[src/hw/rtl/htlp_pkg.sv]
// Shared types, constants and the FNV-1a round for the linear-probe hash table.
// Used by htlp_ctrl, htlp_dp and hash_table_linear_probe; no dependencies.
package htlp_pkg;

   localparam int SLOTS_DEF      = 1024;
   localparam int VALUE_BITS_DEF = 64;

   localparam int KEY_W         = 64;
   localparam int VALUE_PORT_W  = 64;
   localparam int KEY_BYTES_W   = 4;
   localparam int STATUS_W      = 3;
   localparam int SLOT_IDX_W    = 10;
   localparam int ENTRY_W       = 11;

   localparam logic [KEY_BYTES_W-1:0] KEY_BYTES_RESET = 4'd8;
   localparam logic [KEY_BYTES_W-1:0] KEY_BYTES_MAX   = 4'd8;

   localparam logic [63:0] FNV_BASIS = 64'hcbf29ce484222325;

   localparam logic KIND_INSERT = 1'b0;
   localparam logic KIND_LOOKUP = 1'b1;

   typedef enum logic [STATUS_W-1:0] {
      ST_INSERTED = 3'd0,
      ST_UPDATED  = 3'd1,
      ST_FOUND    = 3'd2,
      ST_MISSING  = 3'd3,
      ST_FULL     = 3'd4
   } status_type;

   typedef struct packed {
      logic       load;      // capture request item
      logic       hash;      // one FNV round
      logic       seed;      // start slot from final hash
      logic       rd;        // read slot at probe position
      logic       next;      // advance probe / clear position
      logic       clr_wr;    // clear sweep write
      logic       ins_wr;    // claim empty slot
      logic       upd_wr;    // overwrite value in place
      logic       rsp_load;  // load result register
      status_type rsp_status;
   } ctrl_cmd_type;

   typedef struct packed {
      logic last_round;
      logic clear_last;
      logic lookup;
      logic rd_used;
      logic rd_match;
      logic full;
      logic last_probe;
   } dp_stat_type;

   // h' = (h ^ b) * 0x100000001b3, prime split as 2^40 + 0x1b3 shift-adds
   function automatic logic [63:0] fnv_round(input logic [63:0] h, input logic [7:0] b);
      logic [63:0] t;
      t = h ^ {56'd0, b};
      return (t << 40) + (t << 8) + (t << 7) + (t << 5) + (t << 4) + (t << 1) + t;
   endfunction

   // byte lanes below n kept
   function automatic logic [KEY_W-1:0] key_mask(input logic [KEY_BYTES_W-1:0] n);
      logic [KEY_W-1:0] m;
      for (int b = 0; b < KEY_W / 8; b++) begin
         m[8*b +: 8] = (KEY_BYTES_W'(b) < n) ? 8'hff : 8'h00;
      end
      return m;
   endfunction

endpackage

[src/hw/rtl/htlp_ctrl.sv]
// Sequencer for the hash table: clear sweep, hash rounds, probe loop, result hand-off.
// Depends on htlp_pkg; drives htlp_dp through ctrl_cmd_type, watches dp_stat_type.
module htlp_ctrl
   import htlp_pkg::*;
(
   input  logic         clock,
   input  logic         reset,
   input  logic         req_valid,
   output logic         req_ready,
   output logic         rsp_valid,
   input  logic         rsp_ready,
   output ctrl_cmd_type cmd,
   input  dp_stat_type  stat
);

   typedef enum logic [2:0] {
      S_CLEAR,
      S_IDLE,
      S_HASH,
      S_RD,
      S_CMP
   } state_type;

   state_type  state_ff, state_in;
   logic       rsp_valid_ff, rsp_valid_in;
   logic       out_free;
   logic       resolve;
   logic       do_ins, do_upd;
   status_type st;

   assign out_free  = !rsp_valid_ff || rsp_ready;
   assign req_ready = (state_ff == S_IDLE);
   assign rsp_valid = rsp_valid_ff;

   always_comb begin
      cmd          = '0;
      cmd.rsp_status = ST_MISSING;
      state_in     = state_ff;
      rsp_valid_in = rsp_valid_ff && !rsp_ready;
      resolve      = 1'b0;
      do_ins       = 1'b0;
      do_upd       = 1'b0;
      st           = ST_MISSING;

      case (state_ff)
         S_CLEAR: begin
            cmd.clr_wr = 1'b1;
            cmd.next   = 1'b1;
            if (stat.clear_last) state_in = S_IDLE;
         end
         S_IDLE: begin
            if (req_valid) begin
               cmd.load = 1'b1;
               state_in = S_HASH;
            end
         end
         S_HASH: begin
            cmd.hash = 1'b1;
            if (stat.last_round) begin
               cmd.seed = 1'b1;
               state_in = S_RD;
            end
         end
         S_RD: begin
            cmd.rd   = 1'b1;
            state_in = S_CMP;
         end
         S_CMP: begin
            if (!stat.rd_used) begin
               resolve = 1'b1;
               if (stat.lookup) st = ST_MISSING;
               else if (stat.full) st = ST_FULL;
               else begin
                  st     = ST_INSERTED;
                  do_ins = 1'b1;
               end
            end else if (stat.rd_match) begin
               resolve = 1'b1;
               st      = stat.lookup ? ST_FOUND : ST_UPDATED;
               do_upd  = !stat.lookup;
            end else if (stat.last_probe) begin
               // wrapped all the way round without an empty slot
               resolve = 1'b1;
               st      = stat.lookup ? ST_MISSING : ST_FULL;
            end

            if (resolve) begin
               // hold here with the read data until the result register frees up
               if (out_free) begin
                  cmd.rsp_load   = 1'b1;
                  cmd.rsp_status = st;
                  cmd.ins_wr     = do_ins;
                  cmd.upd_wr     = do_upd;
                  rsp_valid_in   = 1'b1;
                  state_in       = S_IDLE;
               end
            end else begin
               cmd.next = 1'b1;
               state_in = S_RD;
            end
         end
         default: begin
            state_in = S_IDLE;
         end
      endcase
   end

   always_ff @(posedge clock) begin
      if (reset) begin
         state_ff     <= S_CLEAR;
         rsp_valid_ff <= 1'b0;
      end else begin
         state_ff     <= state_in;
         rsp_valid_ff <= rsp_valid_in;
      end
   end

endmodule

[config.mk]
export PLATFORM = sky130hd
export DESIGN_NAME = htlp_ctrl
export DESIGN_NICKNAME = d
export VERILOG_FILES = /design/src/hw/rtl/htlp_pkg.sv /design/src/hw/rtl/htlp_ctrl.sv
export SDC_FILE = /design/constraint.sdc
export NUM_CORES = 1
export LEC_CHECK = 0
export BUFFER_PORTS_ARGS = -buffer_cell sky130_fd_sc_hd__buf_2
export CORE_AREA = 8 8 45 47
export DETAILED_ROUTE_END_ITERATION = 7
export DIE_AREA = 0 0 53 55
export SLEW_MARGIN = 0
export SYNTH_ARGS = -nofsm -noshare
export SYNTH_HDL_FRONTEND = slang
export SYNTH_SLANG_ARGS = --single-unit
[constraint.sdc]
create_clock -name clock -period 2.55 [get_ports clock]
set_input_delay 0.255 -clock clock [delete_from_list [all_inputs] [get_ports clock]]
set_output_delay 0.255 -clock clock [all_outputs]
set_load 0.1 [all_outputs]
Yosys cells after proc, flatten, opt, wreduce, memory -nomap -nowiden. Index checks and enable logic that the tools add are counted. W data, S select, Z words.

Input port bits: 11. Flip-flop bits (word level): 4.

Multiplexer cells: 36. Equality and inequality tests: 8. Reductions and logical operators: 7.

Operator list (count): $mux W3 (11); $mux W1 (18); $mux W6 (3); $pmux W3 S5 (1); $eq A3 B2 Y1 const B (2); $ne A2 B2 Y1 const B (3); $mux W2 (2); $reduce_and A4 Y1 (1); $eq A3 B1 Y1 const B (1); $eq A3 B3 Y1 const B (1); $logic_not A1 Y1 (3); $logic_not A3 Y1 (1); $ne A3 B3 Y1 const B (1); $pmux W1 S2 (1); $logic_and A1 B1 Y1 (1); $logic_or A1 B1 Y1 (1).

Depth between registers and ports, before layout. Gate-level depths: netlist of the first run.

Depth in word-level cells: 7. Mapped depth: 4. Depth with buffers taken out: 3.

Least setup slack after synthesis of the first run. Ideal clock, no wire load.

Path kind: input to output. Start: in stat[0] (netlist name). End: out cmd[0] (netlist name). Path buffers: 0. Data arrival time: 3.849 ns. Stages on the path: 2. Slack: -1.554 ns. Cells stage by stage: nor2b_1 > o311ai_0.

RTL lines: start, declared (RTL line htlp_ctrl.sv:13) `input dp_stat_type stat`; end, declared (RTL line htlp_ctrl.sv:12) `output ctrl_cmd_type cmd,`.

==> results of run 1 <==
through the flow:
step,std cells,setup slack (ns)
global route,86,0.3256
floorplan,46,-0.3737
finish,86,0.4618
global placement,83,0.6933
detailed placement,83,0.6731
CTS,86,0.4470
kinds of logic after synthesis:
family,Yosys count
compound gates,8
buf+inv,7
flops,4
mux,2
simple gates,25
worst reg2reg max path, cell delays in order, from the launching register on:
cell                       delay, ns
sky130_fd_sc_hd__dfxtp_1        0.51
sky130_fd_sc_hd__inv_1          0.14
sky130_fd_sc_hd__or3_1          0.40
sky130_fd_sc_hd__a211oi_2       0.17
registers in the layout (all words and copies together) (netlist names):
| signal | flops |
|---|---|
| state_ff | 3 |
| rsp_valid | 1 |
metal layers:
layer  routed length, um  global-route usage, %
met1                 458                  7.436
met2                 463                  12.50
met3                 154                  5.615
met4                   0                  2.586
met5                   0                      0
cells in the mapped netlist, drive strengths merged (2+ instances only):
cell type / count
a21oi: 2
and2: 2
buf: 3
dfxtp: 4
inv: 4
mux2i: 2
nand2: 2
nand2b: 2
nand3: 2
nor2: 4
nor2b: 2
nor3: 2
nor3b: 2
path summary, 6_finish.rpt:
path	depth (start not counted)	to
hold / removal	2	state_ff[1]$_SDFFE_PP0P_
setup reg to reg	3	state_ff[1]$_SDFFE_PP0P_
setup / recovery	4	cmd[2]
hold reg to reg	2	rsp_valid$_SDFF_PP0_
layout make-up:
cell class | count | area (um2) | share of cell area [%]
clock buffer | 3 | 22.52 | 4.245
inverter | 4 | 15.01 | 2.830
multi-input combinational | 35 | 272.8 | 51.42
sequential | 4 | 80.08 | 15.09
tap | 16 | 20.02 | 3.774
timing repair buffer | 24 | 120.1 | 22.64
power groups by stage:
stage          combinational [mW]  sequential, mW  clock (mW)
3_3_place_gp                0.121          0.0739           0
2_1_floorplan               0.106          0.0682           0
4_1_cts                     0.122          0.0728      0.0850
3_5_place_dp                0.121          0.0739           0
5_1_grt                     0.127          0.0738      0.0916
6_report                    0.121          0.0729      0.0807
==> flow_results.org, run 1 <==
** Floorplan
- In this run the vertical extent of the chip is 55 um.
- Die width :: 53 um
- In this run the standard cell core region covers 1384 um2.
- Die ar. :: 2915 um2
- Starting density of the core :: 26.49%
- Boundary pin count :: 25
- Row Count :: 14

** Power and ir drop
- Design internal power :: 0.1459 mW
- Max IR drop VDD :: 0.0003207 V
- Total power draw :: 0.2743 mW
- Proportion of power drawn by flip-flops and latches :: 26.6%
- Net switching is 46.81% of the power.
- The share of total power dissipated in the clock network is 29.4%.
- Per report_power, the combinational group accounts for 44.0% of the total.
- Total power density per cell area :: 517.0 nW/um2
- In this run the static leakage power is 0.2603 nW.
- Net switching power :: 0.1284 mW

** Clock tree
- TritonCTS clock tree :: done
- Clock tree root buffer cell :: sky130_fd_sc_hd__clkbuf_4
- Largest buffer count on any clock path :: 2
- After clock tree synthesis, the setup repair step added 0 buffers.
- Hold-fix buffers, CTS :: 0
- Number of buffers inserted during clock tree synthesis :: 3
- Clock-pin slew on the worst setup and hold paths :: 0.04 ns
- Post-cts sizing count :: 0
- CTS built an H-tree with a depth of 1.
- Number of clock sinks :: 4
- Clock Latency Late Sink :: 0.24 ns

** Synthesis
- The cell count after synthesis came out at 46.
- Avg Inst Size Synth :: 7.970 um2
- The synthesized design contains 4 register bits.
- Library cell with the largest summed area after synthesis :: sky130_fd_sc_hd__dfxtp_1
- Counting every net in the synthesized netlist gives 57.
- Arithmetic-cell share of the synthesized area counting full adders, half adders and majority gates :: 0%
- After synthesis, the largest family of logic cells by area is simple AND/OR/NAND/NOR gates.
- Part of the Yosys area used for sequential elements :: 21.84%
- Xor-xnor portion of the synthesized cell area :: 0%
- Share of the synthesized area in the top cell type :: 21.84%
- The synthesized netlist contains 27 unique library cells.
- Post-Syn Area :: 366.6 um2
- Sorting the synthesized cells by area gives the leading types as sky130_fd_sc_hd__dfxtp_1 22%, sky130_fd_sc_hd__buf_6 6.1%, sky130_fd_sc_hd__mux2i_1 5.5%, sky130_fd_sc_hd__inv_1 4.1%, sky130_fd_sc_hd__nor2_1 4.1%.
- Number of synthesized flops with an enable pin :: 0
- Ys async rst share :: 0%
- Synthesized-area fraction occupied by ao, oa, aoi and oai cells :: 17.41%
- Of the post-synthesis cell area, the part taken by muxes is 5.461%.
- Dominant synthesized flop cell :: sky130_fd_sc_hd__dfxtp_1
- During synthesis, Yosys emitted a total of 0 warnings.
- The synthesized netlist devotes 43.00% of its cell area to simple gates.

** Finish
- Filler cell count :: 154
- The finished cells cover 530.5 um2.
- Relative to the synthesized area, the layout overhead comes to 44.71%.
- Layout cells sized above 1 :: 51.43%
- Commonest non-fill, non-tap cells in the layout :: 24 x sky130_fd_sc_hd__buf_2, 4 x sky130_fd_sc_hd__inv_1, 4 x sky130_fd_sc_hd__dfxtp_1, 3 x sky130_fd_sc_hd__nor2_1, 3 x sky130_fd_sc_hd__clkbuf_4
- The final layout contains 83 nets.
- Post-layout utilization of the core :: 38.34%
- Commonest non-fill, non-tap cell in the layout :: sky130_fd_sc_hd__buf_2
- The number of antenna diodes in the final layout is 0.

** Run status
- The run finished with clean final reports.

** Critical path
- Among cell families on the critical path, the largest total delay comes from simple AND/OR/NAND/NOR gates.
- For the worst setup path, the data required time is 2.30 ns.
- CP peak stage delay :: 0.44 ns
- STA classifies the critical path startpoint as a flip-flop.
- The critical path starts at state_ff[1]$_SDFFE_PP0P_.
- The signal on the critical path passes through nor2_1 -> and4_2 -> nor3b_4 -> buf_2.
- The slowest stage of the critical path belongs to the cell sky130_fd_sc_hd__buf_2.
- STA classifies the critical path endpoint as an output pin.
- Crit path kind :: flip-flop to output pin
- At the worst endpoint, the arrival time is 1.83 ns.
- Count of buffering cells on the critical path with inverters included :: 1
- Maximum fanout along the worst path :: 10
- R2R Path Start :: state_ff[2]$_SDFFE_PP0P_
- For flop-to-flop paths, the worst setup slack is 1.24 ns.

** Place
- The count of buffers added on input and output ports is 24.
- Detailed placement ended at an HPWL of 866.2 um.
- GP Congestion :: 0.7519
- Summing all placed instances gives a cell area of 508.0 um2.

** Drt
- Violation count after the first detailed-route iteration :: 9
- For this block, the routed nets add up to 1.076 mm of wire.
- Average vias per placed instance :: 4.837
- Count of vias placed by the detailed router :: 416
- Before antenna repair, the detailed router went through 3 iterations.
- Post-DRT Antenna Nets :: 0
- For this run, design rule violations remaining after detail routing come to 0.
- Average routed wire per standard cell :: 12.51 um

** Timing
- In the finished design, the share of the clock period the worst path needs comes to 81.89%.
- Hold is met by 0.2316 ns.
- Adding up every negative setup slack in the final design gives 0 ns.
- Counting I/O delays and the setup requirement, the final critical path takes 2.088 ns.
- In this run the tightest slew margin relative to its limit is 67.39%.
- Final Hold Vio Count :: 0
- The final count of pins violating max slew was 0.
- On the final layout, the worst clock skew is 0.003056 ns.
- Slew at the pin closest to its max-slew limit :: 0.4925 ns
- Achievable frequency :: 478.9 MHz
- Unrepaired setup endpoints after global routing :: false
- Final Setup Violations :: 0

** Min path
- The startpoint identified for the worst hold timing path is reset.
- In this run the worst hold path is classified as input port to flip-flop.

** Flow run
- Across the run, the number of max-cap violations was 0.

** Global routing
- Via count of the first global-routing pass :: 398
- After global routing the overflow that remains totals 0.
- The initial antenna violation count is 0.
- The first global-routing pass estimated 1.649 mm of wire.
- Maximum number of pins on one net before global-route repair :: 11
- Total GRT Usage :: 7.646%
Note: power is estimated with default switching activity, not from simulation.
==> inputs of run 2 (changes only) <==
==> constraint.sdc (replaced) <==
create_clock -name clock -period 2.02 [get_ports clock]
set_input_delay 0.202 -clock clock [delete_from_list [all_inputs] [get_ports clock]]
set_output_delay 0.202 -clock clock [all_outputs]
set_load 0.1 [all_outputs]
==> flow_results.org, run 2 (synthesis gave the netlist of run 1 again) <==
** Finish
- Flip-flop count of the largest register, all copies and words added :: 3 (unchanged)
- Final cell area excluding filler cells :: 629.4 um2 (+19%)
- Post-layout utilization of the core :: 45.48% (+7.1 points)
- Antenna Cells :: 0 (unchanged)
- Commonest non-fill, non-tap cell in the layout :: sky130_fd_sc_hd__buf_2
- Filler cell count :: 144 (-6.5%)
- The post-layout net count came to 83 (unchanged).
- Compared with the post-synthesis result, the final layout area differs by 71.67%.
- The non-filler instance count after layout was 86 (unchanged).
- Counting flops per register, the top entry is state_ff.
- The top cell types in the final layout, fill and taps aside, are 20 x sky130_fd_sc_hd__buf_2, 4 x sky130_fd_sc_hd__inv_1, 4 x sky130_fd_sc_hd__buf_12.
- Layout cells sized above 1 :: 57.14% (+5.7 points)

** Clock tree
- Number of buffers inserted during clock tree synthesis :: 3 (unchanged)
- Clock tree root buffer cell :: sky130_fd_sc_hd__clkbuf_4
- TritonCTS clock tree :: done
- The CTS sink count came to 4 (unchanged).
- The post-CTS setup buffer count is 0 (unchanged).
- The number of gates given a new drive strength after cts was 0 (unchanged).
- Hold-fix buffers, CTS :: 0 (unchanged)
- The depth of the CTS H-tree came to 1 (unchanged).
- Largest buffer count on any clock path :: 2 (unchanged)
- The clock-pin slew of the registers on the worst-case setup and hold paths was 0.04 ns (about the same).
- Clock Latency Late Sink :: 0.23 ns (about the same)

** Timing
- Final Hold Vio Count :: 0 (unchanged)
- Setup repair after global routing left no endpoint under its margin.
- Clock tree skew after final layout :: 0.006407 ns (+0.003351 ns)
- Worst hold slack :: 0.1865 ns (-0.04508 ns)
- For this run, the top clock speed supported by timing is 527.6 MHz.
- Crit path time final :: 1.895 ns
- The final count of pins violating max slew came to 0 (unchanged).
- After layout, the worst path uses 93.83% of the clock period.
- Final critical-path setup slack :: 0.1246 ns (-0.3371 ns)
- Final Setup Violations :: 0 (unchanged)
- Total negative slack :: 0 ns (unchanged)
- The worst relative slew slack came to 67.74% (+0.35 points).
- Slew at the pin closest to its max-slew limit :: 0.4872 ns (-0.005310 ns)

** Power and ir drop
- The static leakage was 0.2830 nW (+8.7%).
- The register share of total power came to 26.6% (about the same).
- Design internal power :: 0.1878 mW (+29%)
- Clock power frac :: 27.4% (-2.0 points)
- The power density normalized to cell area was 553.9 nW/um2 (+7.1%).
- Total power draw :: 0.3486 mW (+27%)
- Max IR drop VDD :: 0.0003050 V (-4.9%)
- Relative contribution of combinational cells to total power :: 46.0% (+2.0 points)
- Switch share :: 46.13% (-0.68 points)
- The net load switching power came to 0.1608 mW (+25%).

** Place
- GP Congestion :: 0.8209 (+9.2%)
- The total placed cells including tap cells came to 83 (unchanged).
- The placed wire-length estimate is 875.2 um (+1.0%).
- The post-place instance area came to 606.8 um2 (+19%).
- The worst slack at placement was 0.3346 ns (-0.3384 ns).
- Count of input and output buffers :: 24 (unchanged)

** Global routing
- The wire length of the first global-routing pass was 1.683 mm (+2.1%).
- The initial antenna violation count came to 0 (unchanged).
- Maximum number of pins on one net before global-route repair :: 11 (unchanged)
- The total global routing overflow came to 0 (unchanged).
- The global-route usage over all layers came to 7.760% (+0.11 points).
- The via count of the first global-routing pass came to 419 (+5.3%).

** Drt
- The post-detailed-route wirelength per cell is 12.60 um (+0.74%).
- Post-Route M1 WL :: 493 um (+7.6%)
- The number of routed nets with antenna violations came to 0 (unchanged).
- Detailed route wirelength on metal2 :: 458 um (-1.1%)
- Count of vias placed by the detailed router :: 415 (-0.24%)
- Violation count after the first detailed-route iteration :: 8 (-1)
- The average vias per placed instance came to 4.826 (-0.24%).
- The number of remaining DRC errors was 0 (unchanged).
- The wire length after detailed routing came to 1.084 mm (+0.74%).
- The iteration count of the initial detailed-routing pass is 3 (unchanged).
- The highest metal layer carrying signal wires in the routed design is met3.
- The length of routed met3 wiring was 131 um (-15%).

** Critical path
- Kind of end point of the critical path :: output pin
- The critical-path maximum fanout was 10 (unchanged).
- The critical path is of the flip-flop to output pin type.
- Arrival time at the worst endpoint :: 1.69 ns (-0.14 ns)
- The data required time of the critical path is 1.82 ns (-0.48 ns).
- Type of origin of the critical path :: flip-flop

** Floorplan
- Die height :: 55 um (unchanged)
- The I/O pin total was 25 (unchanged).
- The x dimension of the die came to 53 um (unchanged).
- Die ar. :: 2915 um2 (unchanged)
- Row Count :: 14 (unchanged)
- The placeable core area came to 1384 um2 (unchanged).
- Starting density of the core :: 26.49% (unchanged)

** Flow run
- Max-capacitance violation count :: 0 (unchanged)

** Run status
- The flow ran to the end, and the final reports show no timing, DRC or antenna violations.

** Min path
- In this run the worst hold path is classified as input port to flip-flop.
[run 2: cell counts in the layout (fill, tap and decap cells not counted)]
Identical to the previous run, type by type.
[run 2: cell type report]
cell class                      count  area, um2  area share (%)
Timing Repair Buffer               24      180.2           28.63
Tap cell                           16      20.02           3.181
Clock buffer                        3      22.52           3.579
Sequential cell                     4      81.33           12.92
Inverter                            4      15.01           2.386
Multi-Input combinational cell     35      310.3           49.30
[run 2: final timing paths]
| check | start | endpoint | slack, ns | depth (start not counted) |
|---|---|---|---|---|
| setup / recovery | state_ff[1]$_SDFFE_PP0P_ | cmd[3] | 0.12 | 3 |
| hold reg to reg | rsp_valid$_SDFF_PP0_ | rsp_valid$_SDFF_PP0_ | 0.55 | 2 |
| setup reg to reg | state_ff[2]$_SDFFE_PP0P_ | state_ff[1]$_SDFFE_PP0P_ | 0.60 | 3 |
| hold / removal | reset | rsp_valid$_SDFF_PP0_ | 0.19 | 2 |
[run 2: routing by layer]
metal  vias up  track usage (%)
met5         -                0
met1       179            8.511
met2        19            12.89
met3         0            3.743
met4         0            2.586
li1        217                -
[run 2: power groups by stage]
stage | Sequential (mW) | Clock (mW) | Combinational, mW
floorplan | 0.0861 | 0 | 0.142
finish | 0.0927 | 0.0955 | 0.160
CTS | 0.0927 | 0.102 | 0.161
global route | 0.0938 | 0.105 | 0.168
detailed placement | 0.0940 | 0 | 0.161
global placement | 0.0937 | 0 | 0.160
[run 2: worst max-delay path: stages, from the launching register on]
cell                      delay, ns
sky130_fd_sc_hd__dfxtp_1       0.42
sky130_fd_sc_hd__nor2_1        0.30
sky130_fd_sc_hd__and4_4        0.31
sky130_fd_sc_hd__buf_2         0.44
